[config.mk]
export PLATFORM = sky130hd
export DESIGN_NAME = wav_header_chunk_parser_core
export DESIGN_NICKNAME = d
export VERILOG_FILES = /design/src/rtl/wavhp_pkg.sv /design/src/rtl/wav_header_chunk_parser_core.sv /design/src/rtl/wavhp_in_stage.sv /design/src/rtl/wavhp_parse.sv /design/src/rtl/wavhp_out_stage.sv
export SDC_FILE = /design/constraint.sdc
export NUM_CORES = 1
export LEC_CHECK = 0
export ABC_AREA = 1
export CORE_AREA = 2 2 302 215
export CTS_BUF_LIST = sky130_fd_sc_hd__clkbuf_8
export DETAILED_ROUTE_END_ITERATION = 8
export DIE_AREA = 0 0 304 217
export DONT_BUFFER_PORTS = 1
export PLACE_DENSITY_LB_ADDON = 0.1
export SYNTH_ARGS = -nofsm -noshare
export SYNTH_HDL_FRONTEND = slang
export SYNTH_HIERARCHICAL = 1
export SYNTH_SLANG_ARGS = --single-unit
[constraint.sdc]
create_clock -name i_clk -period 5.4 [get_ports i_clk]
set_input_delay 0.27 -clock i_clk [delete_from_list [all_inputs] [get_ports i_clk]]
set_output_delay 0.27 -clock i_clk [all_outputs]
set_load 0.03 [all_outputs]
[src/rtl/wavhp_pkg.sv]
// ----------------------------------------------------------------------------
// wavhp_pkg - shared types and constants of the WAV header chunk parser
// Request types, result record and header layout constants.
// ----------------------------------------------------------------------------
package wavhp_pkg;

    // Minimum buffer length for a usable header
    localparam logic [31:0] MIN_HEADER_BYTES = 32'd44;
    localparam logic [31:0] FALLBACK_OFFSET  = 32'd44;
    localparam logic [33:0] FIRST_CHUNK      = 34'd12;
    localparam logic [33:0] CHUNK_HDR        = 34'd8;
    localparam logic [31:0] POS_MAX          = 32'hFFFF_FFFF;

    // Header byte positions
    localparam logic [31:0] POS_CHANNELS  = 32'd22;
    localparam logic [31:0] POS_RATE      = 32'd24;
    localparam logic [31:0] POS_BITS      = 32'd34;
    localparam logic [31:0] POS_WAVE      = 32'd8;
    localparam logic [31:0] TAG_LEN       = 32'd4;

    // Tags, first character in the top byte
    localparam logic [31:0] TAG_RIFF = 32'h5249_4646;
    localparam logic [31:0] TAG_WAVE = 32'h5741_5645;
    localparam logic [31:0] TAG_DATA = 32'h6461_7461;

    localparam logic [2:0]  HDR_LAST = 3'd7;

    // One input request
    typedef struct packed {
        logic [7:0] data_byte;
        logic       end_of_buffer;
    } t_in_item;

    // One result
    typedef struct packed {
        logic              header_valid;
        logic [7:0]        channel_count;
        logic signed [31:0] rate_hz;
        logic signed [15:0] sample_bits;
        logic [31:0]       payload_offset;
        logic              payload_found;
    } t_result;

    // Expected character of a four-byte tag at index idx
    function automatic logic [7:0] f_tag_byte(logic [31:0] tag, logic [1:0] idx);
        logic [7:0] v;
        case (idx)
            2'd0:    v = tag[31:24];
            2'd1:    v = tag[23:16];
            2'd2:    v = tag[15:8];
            default: v = tag[7:0];
        endcase
        return v;
    endfunction

endpackage

[src/rtl/wav_header_chunk_parser_core.sv]
// ----------------------------------------------------------------------------
// wav_header_chunk_parser_core - WAV/RIFF header parser, one byte per cycle
//
// Slave side: one buffer byte per request on s_tdata, s_tlast on the final
// byte. Master side: one result per buffer, sent after its last byte.
// Result: header_valid and payload_found in tuser; channel count, sample
// rate, sample width and payload offset in tdata (zero when invalid).
// Throughput: one byte per cycle, except while a last byte waits for the
// output register. The last byte is registered at the input, parsed
// combinationally from there, and its result loaded into the output
// register that drives m_tvalid. The path is set by the chunk walk: a
// position compare and a 35-bit saturating add for the next chunk start.
// While a result waits, bytes of the next buffer keep flowing; only a last
// byte waits in the input register until the output register is free.
// Reset (synchronous, active low) empties both registers and restores the
// parse state; the state is also cleared after every buffer end.
// ----------------------------------------------------------------------------
module wav_header_chunk_parser_core (
    input  logic        i_clk,
    input  logic        i_rst_n,
    input  logic        s_tvalid,
    output logic        s_tready,
    input  logic [7:0]  s_tdata,   // [7:0] data_byte
    input  logic        s_tlast,
    output logic        m_tvalid,
    input  logic        m_tready,
    output logic [87:0] m_tdata,   // [7:0] channel_count, [39:8] rate_hz,
                                   // [55:40] sample_bits, [87:56] payload_offset
    output logic [1:0]  m_tuser    // [0] header_valid, [1] payload_found
);

    wavhp_pkg::t_in_item in_item;
    wavhp_pkg::t_in_item q_item;
    wavhp_pkg::t_result  parse_res;
    wavhp_pkg::t_result  out_res;
    logic                q_valid;
    logic                out_free;
    logic                take;

    assign in_item.data_byte     = s_tdata;
    assign in_item.end_of_buffer = s_tlast;

    // a last byte proceeds only when the result register can take it
    assign take = q_valid && (!q_item.end_of_buffer || out_free);

    wavhp_in_stage u_in (
        .i_clk   (i_clk),
        .i_rst_n (i_rst_n),
        .i_valid (s_tvalid),
        .i_item  (in_item),
        .o_ready (s_tready),
        .i_take  (take),
        .o_valid (q_valid),
        .o_item  (q_item)
    );

    wavhp_parse u_parse (
        .i_clk    (i_clk),
        .i_rst_n  (i_rst_n),
        .i_fire   (take),
        .i_item   (q_item),
        .o_result (parse_res)
    );

    wavhp_out_stage u_out (
        .i_clk    (i_clk),
        .i_rst_n  (i_rst_n),
        .i_load   (take && q_item.end_of_buffer),
        .i_result (parse_res),
        .o_free   (out_free),
        .o_valid  (m_tvalid),
        .i_ready  (m_tready),
        .o_result (out_res)
    );

    // output packing
    assign m_tdata = {out_res.payload_offset, out_res.sample_bits,
                      out_res.rate_hz, out_res.channel_count};
    assign m_tuser = {out_res.payload_found, out_res.header_valid};

endmodule

[src/rtl/wavhp_in_stage.sv]
// ----------------------------------------------------------------------------
// wavhp_in_stage - input register of the parser
// Holds one byte request; refills in the same cycle it is consumed.
// ----------------------------------------------------------------------------
module wavhp_in_stage (
    input  logic               i_clk,
    input  logic               i_rst_n,
    input  logic               i_valid,
    input  wavhp_pkg::t_in_item i_item,
    output logic               o_ready,
    input  logic               i_take,
    output logic               o_valid,
    output wavhp_pkg::t_in_item o_item
);

    logic                r_valid;
    wavhp_pkg::t_in_item r_item;
    logic                load;

    assign load    = !r_valid || i_take;
    assign o_ready = load;
    assign o_valid = r_valid;
    assign o_item  = r_item;

    // valid flag
    always_ff @(posedge i_clk) begin
        if (!i_rst_n) begin
            r_valid <= 1'b0;
        end else if (load) begin
            r_valid <= i_valid;
        end
    end

    // payload
    always_ff @(posedge i_clk) begin
        if (load) begin
            r_item <= i_item;
        end
    end

endmodule

[src/rtl/wavhp_parse.sv]
// ----------------------------------------------------------------------------
// wavhp_parse - header state and chunk walk
// Updates the parse state for one byte per cycle while i_fire is high and
// forms the result from the state as it stands after that byte.
// ----------------------------------------------------------------------------
module wavhp_parse (
    input  logic                i_clk,
    input  logic                i_rst_n,
    input  logic                i_fire,
    input  wavhp_pkg::t_in_item i_item,
    output wavhp_pkg::t_result  o_result
);

    logic [31:0] r_byte_index, n_byte_index;
    logic        r_tags_ok,    n_tags_ok;
    logic [33:0] r_next_chunk, n_next_chunk;
    logic [31:0] r_name_sh,    n_name_sh;
    logic [31:0] r_len_sh,     n_len_sh;
    logic        r_found,      n_found;
    logic [31:0] r_found_off,  n_found_off;
    logic [7:0]  r_channels,   n_channels;
    logic [31:0] r_rate,       n_rate;
    logic [15:0] r_bits,       n_bits;
    logic        r_in_hdr,     n_in_hdr;
    logic [2:0]  r_hdr_cnt,    n_hdr_cnt;

    logic [31:0] p;
    logic [7:0]  b;
    logic        hdr_now;
    logic [2:0]  d;
    logic [34:0] nxt_sum;
    logic        valid;

    assign p = r_byte_index;
    assign b = i_item.data_byte;

    // next state for one byte
    always_comb begin
        n_byte_index = r_byte_index;
        n_tags_ok    = r_tags_ok;
        n_next_chunk = r_next_chunk;
        n_name_sh    = r_name_sh;
        n_len_sh     = r_len_sh;
        n_found      = r_found;
        n_found_off  = r_found_off;
        n_channels   = r_channels;
        n_rate       = r_rate;
        n_bits       = r_bits;
        n_in_hdr     = r_in_hdr;
        n_hdr_cnt    = r_hdr_cnt;

        hdr_now = !r_found && (r_in_hdr || ({2'b00, p} == r_next_chunk));
        d       = r_in_hdr ? r_hdr_cnt : 3'd0;
        nxt_sum = 35'd0;

        if (p != wavhp_pkg::POS_MAX) begin
            // tag checks
            if (p < wavhp_pkg::TAG_LEN &&
                b != wavhp_pkg::f_tag_byte(wavhp_pkg::TAG_RIFF, p[1:0])) begin
                n_tags_ok = 1'b0;
            end
            if (p >= wavhp_pkg::POS_WAVE && p < wavhp_pkg::POS_WAVE + wavhp_pkg::TAG_LEN &&
                b != wavhp_pkg::f_tag_byte(wavhp_pkg::TAG_WAVE, p[1:0])) begin
                n_tags_ok = 1'b0;
            end

            // field capture, little endian
            if (p == wavhp_pkg::POS_CHANNELS) begin
                n_channels = b;
            end
            if (p >= wavhp_pkg::POS_RATE && p < wavhp_pkg::POS_RATE + 32'd4) begin
                case (p[1:0])
                    2'd0:    n_rate[7:0]   = b;
                    2'd1:    n_rate[15:8]  = b;
                    2'd2:    n_rate[23:16] = b;
                    default: n_rate[31:24] = b;
                endcase
            end
            if (p == wavhp_pkg::POS_BITS) begin
                n_bits[7:0] = b;
            end
            if (p == wavhp_pkg::POS_BITS + 32'd1) begin
                n_bits[15:8] = b;
            end

            // chunk header walk
            if (hdr_now) begin
                if (d < 3'd4) begin
                    n_name_sh = {r_name_sh[23:0], b};
                end else begin
                    n_len_sh = {b, r_len_sh[31:8]};
                end
                if (d == wavhp_pkg::HDR_LAST) begin
                    if (n_name_sh == wavhp_pkg::TAG_DATA) begin
                        n_found     = 1'b1;
                        n_found_off = 32'(r_next_chunk + wavhp_pkg::CHUNK_HDR);
                    end else begin
                        nxt_sum = {1'b0, r_next_chunk} + {1'b0, wavhp_pkg::CHUNK_HDR}
                                + {3'b000, n_len_sh};
                        // saturate at the top of the 34-bit range
                        n_next_chunk = nxt_sum[34] ? '1 : nxt_sum[33:0];
                    end
                    n_name_sh = 32'd0;
                    n_len_sh  = 32'd0;
                    n_in_hdr  = 1'b0;
                    n_hdr_cnt = 3'd0;
                end else begin
                    n_in_hdr  = 1'b1;
                    n_hdr_cnt = d + 3'd1;
                end
            end
            n_byte_index = p + 32'd1;
        end
    end

    // result as seen after this byte; zeros when invalid
    always_comb begin
        valid    = n_tags_ok && (p >= wavhp_pkg::MIN_HEADER_BYTES - 32'd1);
        o_result = '0;
        if (valid) begin
            o_result.header_valid   = 1'b1;
            o_result.channel_count  = n_channels;
            o_result.rate_hz        = n_rate;
            o_result.sample_bits    = n_bits;
            o_result.payload_offset = n_found ? n_found_off : wavhp_pkg::FALLBACK_OFFSET;
            o_result.payload_found  = n_found;
        end
    end

    // state registers; a buffer end clears everything for the next buffer
    always_ff @(posedge i_clk) begin
        if (!i_rst_n || (i_fire && i_item.end_of_buffer)) begin
            r_byte_index <= 32'd0;
            r_tags_ok    <= 1'b1;
            r_next_chunk <= wavhp_pkg::FIRST_CHUNK;
            r_name_sh    <= 32'd0;
            r_len_sh     <= 32'd0;
            r_found      <= 1'b0;
            r_found_off  <= 32'd0;
            r_channels   <= 8'd0;
            r_rate       <= 32'd0;
            r_bits       <= 16'd0;
            r_in_hdr     <= 1'b0;
            r_hdr_cnt    <= 3'd0;
        end else if (i_fire) begin
            r_byte_index <= n_byte_index;
            r_tags_ok    <= n_tags_ok;
            r_next_chunk <= n_next_chunk;
            r_name_sh    <= n_name_sh;
            r_len_sh     <= n_len_sh;
            r_found      <= n_found;
            r_found_off  <= n_found_off;
            r_channels   <= n_channels;
            r_rate       <= n_rate;
            r_bits       <= n_bits;
            r_in_hdr     <= n_in_hdr;
            r_hdr_cnt    <= n_hdr_cnt;
        end
    end

    // walk stops once a data chunk is found
    a_hdr_not_found: assert property (@(posedge i_clk) disable iff (!i_rst_n)
        r_in_hdr |-> !r_found)
        else $error("chunk header walk active after data chunk found");

    // inside a header the byte position sits at chunk start plus offset
    a_hdr_pos: assert property (@(posedge i_clk) disable iff (!i_rst_n)
        r_in_hdr |-> ({2'b00, r_byte_index} == r_next_chunk + 34'(r_hdr_cnt)))
        else $error("header offset out of step with byte position");

    // header offset only counts inside a header
    a_cnt_idle: assert property (@(posedge i_clk) disable iff (!i_rst_n)
        !r_in_hdr |-> (r_hdr_cnt == 3'd0))
        else $error("header offset non-zero outside a header");

    // buffer end clears the position
    a_clear: assert property (@(posedge i_clk) disable iff (!i_rst_n)
        (i_fire && i_item.end_of_buffer) |=> (r_byte_index == 32'd0 && !r_found))
        else $error("state not cleared after buffer end");

endmodule

[src/rtl/wavhp_out_stage.sv]
// ----------------------------------------------------------------------------
// wavhp_out_stage - result register of the parser
// Holds one result until the receiver takes it.
// ----------------------------------------------------------------------------
module wavhp_out_stage (
    input  logic               i_clk,
    input  logic               i_rst_n,
    input  logic               i_load,
    input  wavhp_pkg::t_result i_result,
    output logic               o_free,
    output logic               o_valid,
    input  logic               i_ready,
    output wavhp_pkg::t_result o_result
);

    logic               r_valid;
    wavhp_pkg::t_result r_result;

    assign o_free   = !r_valid || i_ready;
    assign o_valid  = r_valid;
    assign o_result = r_result;

    // valid flag
    always_ff @(posedge i_clk) begin
        if (!i_rst_n) begin
            r_valid <= 1'b0;
        end else if (i_load) begin
            r_valid <= 1'b1;
        end else if (i_ready) begin
            r_valid <= 1'b0;
        end
    end

    // payload
    always_ff @(posedge i_clk) begin
        if (i_load) begin
            r_result <= i_result;
        end
    end

endmodule

== Word-level counts from Yosys, hierarchy flattened ==
Index checks and enable logic that the tools add are counted.

* Logic and storage cells: 114
* Memory bits (writable): 0
* Output and inout port bits: 92
* Input port bits: 13
* Bits in read-only memories: 0
* Latch bits: 0
* Memories kept: 0
* Flip-flop bits (word level): 325

* $mul: 0
* Div/mod/pow operators: 0
* Shift operators: 0
* $add $sub $neg: 5
* Multiplexer cells: 42
* Reduce and logical (&&, ||, !) cells: 25
* Order comparisons: 7
* Bitwise gates (word level): 1
* Eq/ne operators: 11

{| class="wikitable"
|+ Operators with widths
! cell !! count
|-
| 32-bit 2-to-1 mux || 15
|-
| 90-bit 2-to-1 mux || 1
|-
| 8-bit 2-to-1 mux || 10
|-
| 32-bit by 6-bit == test with 1-bit output (second input constant) || 2
|-
| 34-bit by 4-bit adder with 35-bit output (second input constant) || 1
|-
| 35-bit by 32-bit adder with 35-bit output || 1
|-
| 32-bit by 34-bit == test with 1-bit output || 1
|-
| 34-bit 2-to-1 mux || 1
|-
| 32-bit by 1-bit adder with 32-bit output (second input constant) || 1
|-
| 32-bit by 4-bit adder with 32-bit output (second input constant) || 1
|-
| 32-bit by 31-bit == test with 1-bit output (second input constant) || 1
|-
| 32-bit by 5-bit == test with 1-bit output (second input constant) || 1
|-
| 32-bit by 4-bit >= comparator with 1-bit output (second input constant) || 1
|-
| 32-bit by 5-bit >= comparator with 1-bit output (second input constant) || 1
|-
| 32-bit by 6-bit >= comparator with 1-bit output (second input constant) || 1
|-
| 32-bit by 3-bit less-than comparator with 1-bit output (second input constant) || 1
|-
| 32-bit by 4-bit less-than comparator with 1-bit output (second input constant) || 1
|-
| 32-bit by 5-bit less-than comparator with 1-bit output (second input constant) || 1
|-
| 32-bit != test (second input constant) || 1
|-
| 16-bit 2-to-1 mux || 1
|-
| 8-bit != test || 2
|-
| 5-bit one-hot mux with 3 select lines || 1
|-
| 1-bit 2-to-1 mux || 10
|-
| 5-bit one-hot mux with 2 select lines || 1
|-
| other kinds (16) || 33
|}

== Depth between registers and ports, before layout ==
* Depth after elaboration: 12
* Depth in mapped cells: 22
* Gate-level depth less buffers: 19

== Modules after synthesis ==
The synthesis kept the hierarchy.

{| class="wikitable"
|+ Modules (own cells, without submodules)
! module !! area each (um^2) !! sequential area each (um^2) !! times used !! cells an instance
|-
| wavhp_parse || 15632.5 || 4484.3 || 1 || 2527
|-
| wavhp_out_stage || 2748.9 || 2722.6 || 1 || 96
|-
| wavhp_in_stage || 316.6 || 290.3 || 1 || 15
|-
| wav_header_chunk_parser_core || 25.0 || 0.0 || 1 || 5
|}

== Worst setup path after synthesis ==
OpenSTA, ideal clock, no wires.

* Kind: register to register
* Start: register u_parse.r_hdr_cnt[2]
* End: register u_parse.r_next_chunk[23]
* Path buffers: 4
* Arrival time: 3.155 ns
* Required time: 5.283 ns
* Stages on the path, launching flop included: 19
* Period minus slack after synthesis: 3.272 ns
* Slack: 2.128 ns
* Setup time: 0.117 ns
* Path through: dfxtp_1 > buf_4 > nand2_4 > buf_6 > buf_6 > clkbuf_1 > nand2_1 > o21ai_0 > ha_1 > ha_1 > inv_1 > fa_1 > o21ai_0 > a21boi_0 > o21ai_0 > a21oi_1 > xnor2_1 > nor2_1 > nor2_1

* Longest elaborated chain between the ends: 8
* Elaborated cells on any way between the ends: 14
* Those cells by class: add/sub (1); order compare (1); eq/ne (2); mux (8); bitwise (1); reduce/logical (1)

{| class="wikitable"
|+ RTL lines
! what !! RTL line !! text
|-
| start, declared || wavhp_parse.sv:25 || <nowiki>logic [2:0] r_hdr_cnt, n_hdr_cnt;</nowiki>
|-
| start signal, assigned || wavhp_parse.sv:157 || <nowiki>r_hdr_cnt <= n_hdr_cnt;</nowiki>
|-
| 3-bit 2-to-1 mux * || wavhp_parse.sv:53 || <nowiki>d = r_in_hdr ? r_hdr_cnt : 3'd0;</nowiki>
|-
| parallel branches: the longest is 7 deep, another holds 35-bit by 32-bit adder with 35-bit output || - ||
|-
| end signal, assigned || wavhp_parse.sv:135 || <nowiki>r_next_chunk <= wavhp_pkg::FIRST_CHUNK;</nowiki>
|-
| end signal, assigned || wavhp_parse.sv:148 || <nowiki>r_next_chunk <= n_next_chunk;</nowiki>
|-
| end, declared || wavhp_parse.sv:16 || <nowiki>logic [33:0] r_next_chunk, n_next_chunk;</nowiki>
|}

Every way passes the cells marked *. The select of a mux whose other input is x is not followed.
A chain may end at the register's enable or synchronous reset.

== Final worst setup path ==
* Start: register u_parse.r_in_hdr
* End: register u_parse.r_next_chunk[23]

* Longest elaborated chain between the ends: 8
* Elaborated cells on any way between the ends: 16
* Those cells by class: add/sub (1); order compare (1); eq/ne (2); mux (8); bitwise (1); reduce/logical (3)

{| class="wikitable"
|+ RTL lines
! what !! RTL line !! text
|-
| start, declared || wavhp_parse.sv:24 || <nowiki>logic r_in_hdr, n_in_hdr;</nowiki>
|-
| start signal, assigned || wavhp_parse.sv:156 || <nowiki>r_in_hdr <= n_in_hdr;</nowiki>
|-
| parallel branches: the longest is 8 deep, another holds 35-bit by 32-bit adder with 35-bit output || - ||
|}

Several ways; the timed one is not identified. The select of a mux whose other input is x is not followed.

==> flow_results.org <==
** Routing
- The final layout contains routed wiring with a total length of slightly below 70 mm.
- In the final routed layout, each cell accounts on average for 19.57 um.
- In the routed design, unresolved DRC markers number 0.
- Iteration-0 DRC count of the detailed router :: between 1500 and 2000
- The pre-antenna-repair detailed-routing pass consisted of 5 iterations.
- Avg Vias per Cell :: ~5
- Remaining antenna violation count after routing :: 0
- Vias after detailed routing :: 17420

** Placed design
- Once detailed placement completed, the half-perimeter wirelength came to a little over 50 mm.
- # port buffers :: 0
- GP Congestion :: 1.022
- Total placed cells including tap cells :: 3392

** Cells and area
- Final net count :: 2713
- From synthesis to final layout, the design area changed by 11.11%.
- Share of final-layout standard cells stronger than drive strength 1 :: 0.05419
- Excluding fillers, the count of instances in the completed layout stands at between 3000 and 4000.
- At the end of the flow the core is filled with cells to 0.3274.
- The repair_antennas step left the layout with diodes totalling 0.

** STA
- Worst slew pin tran :: between 1000 and 1500 ps
- Setup tns final :: 0 ps
- Final Setup Violations :: 0
- Dividing the final minimum period by the clock period gives 0.8503.
- Clock period minus worst slack :: approximately 4600 ps
- Static timing analysis puts the maximum clock frequency at 217.8 MHz.
- Setup repair after global routing left no endpoint under its margin.
- Clock skew after layout :: approximately 42 ps
- Count of endpoints failing hold in the final timing report :: 0
- The worst pin sits at a relative slew slack of 0.3090.
- Pins over their slew limit :: 0

** GRT
- Vias in the first global route :: about 16000
- The first global-routing pass estimated 104.1 mm of wire.
- Antenna violations before repair :: 2
- GR Util All Layers :: 0.2059
- Largest net degree at the start of global routing :: 90
- For this run the aggregate overflow at the end of global routing stands at 0.

** Critical path
- At the worst endpoint, the arrival time is 5210 ps.
- STA puts the critical path data required time at between 6000 and 7000 ps.
- Kind of cell adding the most delay to the critical path :: compound AO/OA/AOI/OAI gates
- The number of buffers and inverters on the critical path is 2.
- The worst setup path is launched from a register.
- The critical path runs through a total of 15 cells.
- Critical path cell sequence :: nand2_4 -> buf_4 -> nand2_1 -> o21ai_0 -> ha_1 -> ha_1 -> inv_1 -> fa_1 -> o21ai_0 -> a21boi_0 -> o21ai_0 -> a21oi_1 -> xnor2_1 -> nor2_1 -> nor2_1
- Counting stages on the worst path, the most repeated cell is sky130_fd_sc_hd__o21ai_0.
- The worst setup path is of the reg2reg kind.
- CP Capture Type :: register
- On the critical path, the stage with the largest delay is an instance of sky130_fd_sc_hd__o21ai_0.
- Largest driver fanout on the critical path :: 52
- Depth of the worst register-to-register path :: 15
- Maximum single-stage delay on the critical path :: approximately 820 ps

** CTS
- In this run the deepest clock path goes through 3 buffers.
- Clock latency on the worst-skew pair, taken at its later pin, is roughly 710 ps.
- Cell at the root of the clock tree :: sky130_fd_sc_hd__clkbuf_8
- Clk sink count :: between 300 and 400
- The H-tree generated during clock tree synthesis spans 2 levels.
- CTS tree :: done
- TritonCTS buffer count :: a little under 60
- Clock-pin slew was measured on the worst setup and hold paths at 60 ps.

** Min path
- Hold depth :: 1
- The path class of the tightest hold or removal check is in2reg.

** Power
- Leakage power figure :: roughly 9 nW
- Worst supply voltage drop on vdd :: ~0.19 mV
- Power per Cell Area :: between 200 and 300 nW/um^2

** Floorplanning
- Full die area :: around 66000 um^2
- Die H :: 217 um
- In this run the count of I/O pins placed on the die edge is 105.
- From left edge to right edge, the die measures between 300 and 400 um.
- The region available for standard cell placement spans between 60000 and 70000 um^2.
- Initial core utilization :: 0.2947
- Cell row count :: 78

** Job
- Max-cap violations :: 0

** Synth
- Post-synthesis cell type count :: 46
- Synthesis produced a netlist with a net count of ~2700.
- Of the post-synthesis cell area, the dominant cell type holds 0.2416.
- Post-synth top area cell :: sky130_fd_sc_hd__dfxtp_1
- For this run, the register share of the synthesized area comes to 0.4004.
- Dividing the synthesized area by the synthesized cell count gives slightly above 7 um^2.
- Area of the mapped netlist :: 18720 um^2
- Post-synth top flop :: sky130_fd_sc_hd__dfxtp_1
- EDFF count, synth :: 99
- Synthesis inferred around 330 register bits.
- Fraction of registers with async set/reset :: 0
- Instance count of the mapped netlist :: around 2600
- Warnings from Yosys :: 6
- Largest cells by area after synthesis :: sky130_fd_sc_hd__dfxtp_1 24%, sky130_fd_sc_hd__edfxtp_1 16%, sky130_fd_sc_hd__nand2_1 14%

** Status
- The run finished with clean final reports.
-- cell families after synthesis --
| group | count (synthesis) | synth area share |
|---|---|---|
| XOR/XNOR | 71 | 0.03321 |
| AO/OA/AOI/OAI | 396 | 0.1177 |
| adder cells (fa/ha/maj) | 75 | 0.05052 |
| flip-flops | 325 | 0.4004 |
| multiplexers | 32 | 0.01711 |
| AND/OR/NAND/NOR | 1320 | 0.2894 |
| buffers and inverters | 424 | 0.09169 |
-- worst reg2reg max path, delay by kind of cell, from the launching register on --
kind                     cells  cell delay (ps)
AO/OA/AOI/OAI                5             2040
XOR/XNOR                     1              270
adder cells (fa/ha/maj)      3              800
buffers and inverters        2              620
flip-flops                   1              330
AND/OR/NAND/NOR              4              480
-- worst paths after layout --
check | startpoint | endpoint | slack [ps]
setup / recovery | u_parse/r_in_hdr$_SDFFE_PP0P_ | u_parse/r_next_chunk[23]$_SDFFE_PP0P_ | 810
setup reg to reg | u_parse/r_in_hdr$_SDFFE_PP0P_ | u_parse/r_next_chunk[23]$_SDFFE_PP0P_ | 810
hold reg to reg | u_parse/r_found_off[5]$_SDFFE_PP0P_ | u_parse/r_found_off[5]$_SDFFE_PP0P_ | 440
hold / removal | s_tdata[2] | u_in/o_item[3]$_DFFE_PP_ | 230
-- flip-flops by register name, indices dropped and copies added, names as in the netlist, 3 cells and up --
| register | count |
|---|---|
| u_parse/r_hdr_cnt | 3 |
| u_parse/p | 32 |
| u_parse/r_name_sh | 32 |
| u_parse/r_found_off | 32 |
| u_parse/r_bits | 16 |
| u_parse/r_channels | 8 |
| u_parse/r_rate | 32 |
| u_out/o_result | 90 |
| u_parse/r_len_sh | 32 |
| u_parse/r_next_chunk | 34 |
| u_in/o_item | 9 |
-- synthesized netlist by cell type (12+ instances only) --
cell type,count
sky130_fd_sc_hd__nor3_1,43
sky130_fd_sc_hd__clkbuf_1,62
sky130_fd_sc_hd__xnor2_1,12
sky130_fd_sc_hd__o211ai_1,59
sky130_fd_sc_hd__inv_1,297
sky130_fd_sc_hd__edfxtp_1,99
sky130_fd_sc_hd__ha_1,74
sky130_fd_sc_hd__nand4_1,60
sky130_fd_sc_hd__mux2i_1,32
sky130_fd_sc_hd__xor2_1,59
sky130_fd_sc_hd__buf_2,37
sky130_fd_sc_hd__o21ai_0,126
sky130_fd_sc_hd__nand2_1,719
sky130_fd_sc_hd__a21oi_1,176
sky130_fd_sc_hd__nor2_1,345
sky130_fd_sc_hd__nand3_1,121
sky130_fd_sc_hd__dfxtp_1,226
-- routing by layer --
layer,GRT usage,part of all wire,vias up,routed length [um]
met4,0.04660,0.016,0,1108
met2,0.2769,0.38,537,26230
met1,0.3297,0.53,8243,36700
met3,0.03788,0.069,71,4764
met5,0,0,-,0
li1,-,-,8569,-
-- power by group --
part	switching, mW	internal, mW
Clock	1.14	1.33
Combinational	0.231	0.0973
Sequential	0.101	2.60
-- through the flow --
stage          total power, mW  setup WS, ps  instance area [um^2]  hold slack, ps
5_1_grt                  5.749         593.5                 20800           185.1
3_5_place_dp             3.075         929.0                 19450           369.0
4_1_cts                  5.597         926.2                 20800           160.8
3_3_place_gp             3.068         868.6                 19450           368.9
2_1_floorplan            2.970          2128                 18720           368.9
6_report                 5.492         808.4                 20800           226.4
-- cells in the final DEF (no fill, tap or decap), types with 3 or more instances in the layout --
cell                            instances
sky130_fd_sc_hd__xnor2_1               12
sky130_fd_sc_hd__buf_4                 32
sky130_fd_sc_hd__o211ai_1              59
sky130_fd_sc_hd__nor3_1                43
sky130_fd_sc_hd__nand2_2                4
sky130_fd_sc_hd__mux2i_1               32
sky130_fd_sc_hd__nor2_1               345
sky130_fd_sc_hd__inv_1                321
sky130_fd_sc_hd__clkinv_2               7
sky130_fd_sc_hd__nand3_1              121
sky130_fd_sc_hd__o21bai_1               6
sky130_fd_sc_hd__xor2_1                59
sky130_fd_sc_hd__o21ai_0              126
sky130_fd_sc_hd__inv_2                  4
sky130_fd_sc_hd__nand2_1              718
sky130_fd_sc_hd__a21o_1                 5
sky130_fd_sc_hd__ha_1                  74
sky130_fd_sc_hd__nor4_1                10
sky130_fd_sc_hd__dlygate4sd3_1         12
sky130_fd_sc_hd__a21boi_0               5
sky130_fd_sc_hd__nor2_2                 7
sky130_fd_sc_hd__nand4_1               60
sky130_fd_sc_hd__dfxtp_1              226
sky130_fd_sc_hd__nor2_4                 3
sky130_fd_sc_hd__o21ai_1                7
sky130_fd_sc_hd__a21oi_1              176
sky130_fd_sc_hd__edfxtp_1              99
sky130_fd_sc_hd__nand2_4                3
sky130_fd_sc_hd__clkbuf_8              74
-- cell type report --
cell class / count / area (um^2)
fillers: 6905 / 42730
inverters: 301 / 1132
well taps: 840 / 1051
multi-input cells: 1894 / 9529
repair buffers: 44 / 360.3
flip-flops and latches: 325 / 7497
clock buffers: 74 / 1018
clock inverters: 38 / 215.2
-- what timing repair did --
action                    CTS  global route
hold buffers               12             0
setup buffers               0             0
gates resized for setup     0             0
hold endpoints to repair   11             0
Power figures use the tool's default switching activity.
